$ cat src/rtl/imu_sbc_pkg.sv
// Shared types and constants for the IMU still-bias calibration block.
package imu_sbc_pkg;

    localparam int SAMPLE_W  = 16;
    localparam int THRESH_W  = 16;
    localparam int NEEDED_W  = 8;
    localparam int GRAV_W    = 15;
    localparam int CFG_W     = 16;
    localparam int CFG_IDX_W = 2;
    localparam int NUM_AXES  = 6;
    localparam int NUM_GYRO  = 3;

    localparam logic [CFG_IDX_W-1:0] REG_STILL_THRESHOLD      = 2'd0;
    localparam logic [CFG_IDX_W-1:0] REG_STILL_SAMPLES_NEEDED = 2'd1;
    localparam logic [CFG_IDX_W-1:0] REG_GRAVITY_COUNTS       = 2'd2;

    localparam logic [THRESH_W-1:0] THRESH_RESET  = 16'd50;
    localparam logic [NEEDED_W-1:0] NEEDED_RESET  = 8'd200;
    localparam logic [GRAV_W-1:0]   GRAV_RESET    = 15'd16384;
    localparam logic [NEEDED_W-1:0] STILL_SAT     = 8'd255;

    typedef logic signed [SAMPLE_W-1:0] sample_t;

    typedef struct packed {
        logic track;
        logic acc;
        logic div_load;
        logic div_step;
        logic div_fix;
    } lane_ctrl_t;

endpackage

$ cat src/rtl/imu_sbc_lane.sv
// One axis lane: gyro motion test, bias accumulation, reciprocal bias divide, correction.
module imu_sbc_lane #(
    parameter int GYRO    = 1,
    parameter int SUM_W   = 24,
    parameter int DIVISOR = 100,
    parameter int DIV_W   = 7
) (
    input  logic                                  clk,
    input  logic                                  rst_n,
    input  imu_sbc_pkg::lane_ctrl_t               ctrl,
    input  imu_sbc_pkg::sample_t                  sample,
    input  logic [imu_sbc_pkg::THRESH_W-1:0]      threshold,
    input  logic [imu_sbc_pkg::SAMPLE_W-1:0]      addend,
    output logic                                  moved,
    output imu_sbc_pkg::sample_t                  corrected
);
    import imu_sbc_pkg::*;

    // Sum magnitudes stay below 2**MAG_W, so ceil(2**SHIFT / DIVISOR) gives an exact quotient.
    localparam int MAG_W   = SUM_W - 1;
    localparam int SHIFT   = MAG_W + DIV_W;
    localparam int RECIP_W = SUM_W + 1;
    localparam int PROD_W  = MAG_W + RECIP_W;
    localparam longint unsigned RECIP_FULL =
        ((64'd1 << SHIFT) + 64'(DIVISOR) - 64'd1) / 64'(DIVISOR);
    localparam logic [RECIP_W-1:0] RECIP = RECIP_W'(RECIP_FULL);

    logic [SUM_W-1:0]  sum_reg;
    logic [SUM_W-1:0]  sum_next;
    logic              sign_reg;
    logic              sign_next;
    logic [PROD_W-1:0] product;
    logic [SUM_W-1:0]  sample_ext;

    generate
        if (GYRO != 0) begin : g_motion
            sample_t           prev_reg;
            logic [SAMPLE_W:0] diff;
            logic [SAMPLE_W:0] diff_mag;

            always_ff @(posedge clk or negedge rst_n)
            begin
                if (!rst_n)
                begin
                    prev_reg <= '0;
                end
                else if (ctrl.track)
                begin
                    prev_reg <= sample;
                end
            end

            always_comb
            begin
                diff     = {sample[SAMPLE_W-1], sample} - {prev_reg[SAMPLE_W-1], prev_reg};
                diff_mag = diff[SAMPLE_W] ? (~diff + 1'b1) : diff;
                moved    = diff_mag > {1'b0, threshold};
            end
        end
        else begin : g_no_motion
            assign moved = 1'b0;
        end
    endgenerate

    always_comb
    begin
        sample_ext = {{(SUM_W-SAMPLE_W){sample[SAMPLE_W-1]}}, sample};
        product    = sum_reg[MAG_W-1:0] * RECIP;
        sum_next   = sum_reg;
        sign_next  = sign_reg;
        if (ctrl.acc)
        begin
            sum_next = sum_reg + sample_ext;
        end
        else if (ctrl.div_load)
        begin
            sign_next = sum_reg[SUM_W-1];
            sum_next  = sum_reg[SUM_W-1] ? (~sum_reg + 1'b1) : sum_reg;
        end
        else if (ctrl.div_step)
        begin
            sum_next = SUM_W'(product >> SHIFT);
        end
        else if (ctrl.div_fix)
        begin
            sum_next = sign_reg ? (~sum_reg + 1'b1) : sum_reg;
        end
    end

    always_ff @(posedge clk or negedge rst_n)
    begin
        if (!rst_n)
        begin
            sum_reg  <= '0;
            sign_reg <= 1'b0;
        end
        else
        begin
            sum_reg  <= sum_next;
            sign_reg <= sign_next;
        end
    end

    assign corrected = sample - sum_reg[SAMPLE_W-1:0] + addend;

endmodule

$ cat config.mk
export PLATFORM = sky130hd
export DESIGN_NAME = imu_sbc_lane
export DESIGN_NICKNAME = d
export VERILOG_FILES = /design/src/rtl/imu_sbc_pkg.sv /design/src/rtl/imu_sbc_lane.sv
export SDC_FILE = /design/constraint.sdc
export NUM_CORES = 1
export LEC_CHECK = 0
export BUFFER_PORTS_ARGS = -buffer_cell sky130_fd_sc_hd__buf_4
export CAP_MARGIN = 20
export CORE_ASPECT_RATIO = 1.5
export CORE_MARGIN = 5
export CORE_UTILIZATION = 40
export DETAILED_ROUTE_END_ITERATION = 8
export MAX_ROUTING_LAYER = met4
export SYNTH_ARGS = -nofsm -noshare
export SYNTH_HDL_FRONTEND = slang
export SYNTH_SLANG_ARGS = --single-unit
$ cat constraint.sdc
create_clock -name clk -period 15.75 [get_ports clk]
set_clock_uncertainty 0.2 [all_clocks]
set_input_delay 2.3625 -clock clk [delete_from_list [all_inputs] [get_ports clk]]
set_output_delay 2.3625 -clock clk [all_outputs]
set_load 0.005 [all_outputs]
==> run metrics <==
worst skew pair latency=300 ps; Resized cells post-CTS=0; # H-tree levels=2; Max-Cap Viols=0; RSZ-0062 raised after global routing=false; r2r startpoint=sum_reg[14]; CTS Buf Count=5; post-synth top area cell=ha_1; Mapped Nets=2403; critical path launch point=sample[0]; Ant. Diodes=0; Hold/Removal Path Class=register to register; vias per cell=5.34; sequential area share after synthesis=6.41%; Slew Limit Headroom=35.7%; fillcell total=3860; Mapped Area=16000 µm²; total grt overflow=0; routed wire length=48200 µm; setup TNS=0 ps; Ports=72; EDFF count, synth=0; top cell type's share of synthesized area=27.1%; first-pass GRT wire length=75800 µm; First-pass DRT Iterations=5; Cells after Synth=1789; ys async rst share=100%; routed len/inst=20.5 µm; # DRC=0; CTS tree=done; Period minus WS final=9470 ps; die area=44200 µm²; FP Rows=89; nets=2462; Worst-path clk slew=60 ps; CP Capture Type=output pin; Req. time, crit path=13190 ps; P&R area growth vs syn=8.06%; GPL Wtd Cong=0.939; pin count of the biggest net entering global routing=42; synth top area cells=ha_1 (27%), fa_1 (27%), inv_1 (10%); flops & latches, synth=41; Slew @ Worst Pin=964 ps; status=finished, final reports clean; Die Y=255 µm; input/output buffers=71; Die Width=173 µm; final hold vios=0; Syn. warnings=0; initial core utilization=40.6%; antenna violations before repair=0; syn avg cell area=8.95 µm²; layout cell share with drive strength beyond 1=6.54%; max FFs per register=24; period utilization=60.1%; Slew Viols, Final=0; clk sink count=41; Setup Fix Bufs, Post-CTS=0; Crit Path Category=input port to output pin; Fmax=106 MHz; Yosys cell types=84; Hold Crit Start=g_motion.prev_reg[0]; Critical Path AT=6910 ps; antenna-violating nets left=0; Root Buffer=clkbuf_16; final setup vio count=0; Setup crit start kind=input port; core area=39400 µm²; via count=12534; DRT iter0 DRCs=431; clock buffer depth=2; Tot GR Track Use=22.8%; DP Wirelength=42900 µm; vias in the first global route=13476; CP max FO=9; # hold bufs at CTS=0; Primary FF master, synth=dfrtp_1
[cells by family after synthesis]
family	count (synthesis)	share of synthesized area, %
XOR/XNOR	86	4.80
adder cells (fa/ha/maj)	559	53.7
flip-flops	41	6.41
AO/OA/AOI/OAI	324	14.0
multiplexers	8	0.516
buffers and inverters	457	10.7
AND/OR/NAND/NOR	314	9.87
[stage by stage]
step / instance area (µm²) / setup slack (ps) / cells / util, % / hold WS [ps]
2_1_floorplan: 16000 / 7370 / 1789 / - / 285
3_3_place_gp: 17100 / 6250 / 2341 / 43.4 / 300
3_5_place_dp: 17100 / 6240 / 2341 / 43.4 / 306
4_1_cts: 17300 / 6240 / 2349 / 43.9 / 319
5_1_grt: 17300 / 5950 / 2349 / 43.9 / 349
6_report: 17300 / 6280 / 2349 / 43.9 / 316
[cells in the final DEF, fill, tap and decap left out, types with 17 or more instances in the layout]
master,count
nand3_1,26
buf_4,74
xor2_1,19
ha_1,347
fa_1,212
o21ai_1,17
nor2_1,84
dfrtp_1,41
inv_1,433
nand2_1,77
xnor2_1,65
nor3_1,28
a21oi_1,72
a21o_1,29
o21ai_0,71
[cell usage after synthesis, types with 15 or more instances]
cell type,number
xnor2_1,65
a21oi_1,72
o21ai_1,17
nor2_1,84
nand3_1,26
inv_1,433
a211oi_1,15
clkbuf_1,19
o21ai_0,71
a21o_1,29
ha_1,347
nor3_1,29
xor2_1,19
nand4_1,16
dfrtp_1,41
fa_1,212
nand2_1,77
[final timing paths]
path                                         to  slack [ps]  cells past startpoint
setup / recovery                          moved        6280                     24
hold / removal             g_motion.prev_reg[0]         320                      1
max in group asynchronous           sum_reg[16]       13050                      1
setup reg to reg                    sum_reg[12]        7660                     23
hold reg to reg            g_motion.prev_reg[0]         320                      1
min in group asynchronous  g_motion.prev_reg[1]        1870                      1
[layer usage]
| metal | vias to the layer above | track usage, % | routed length, µm |
|---|---|---|---|
| met5 | - | - | 0 |
| met4 | 0 | 9.72 | 2210 |
| met3 | 89 | 0.901 | 972 |
| met2 | 240 | 44.9 | 27100 |
| met1 | 6197 | 23.5 | 17900 |
| li1 | 6008 | - | - |
[worst max-delay path, cell delays in order]
cell,delay (ps)
buf_4,130
inv_1,50
ha_1,160
inv_1,60
fa_1,430
a211oi_2,260
o21a_1,250
o211ai_1,150
nand2_1,120
o211a_1,180
nand4b_1,150
o21ai_1,370
o21ai_0,200
ha_1,320
nor2b_1,140
o21a_1,170
o21a_1,160
o21a_1,170
o21a_1,160
o21ai_0,140
a211oi_1,90
o21ai_0,290
o41ai_1,210
buf_4,180
[area by class of cell]
class                      instances  area [µm²]  share of cell area, %
sequential                        41        1030                   5.93
clock buffer                       5         125                  0.724
clock inverter                     3        65.1                  0.376
multi-input combinational       1291       13300                   76.7
inverter                         435        1630                   9.44
timing repair buffer              74         556                   3.21
tap                              500         626                   3.62
Power is left out: the tool's default activity adds up to more than one toggle a clock period on the data nets, which glitch-free logic cannot reach.
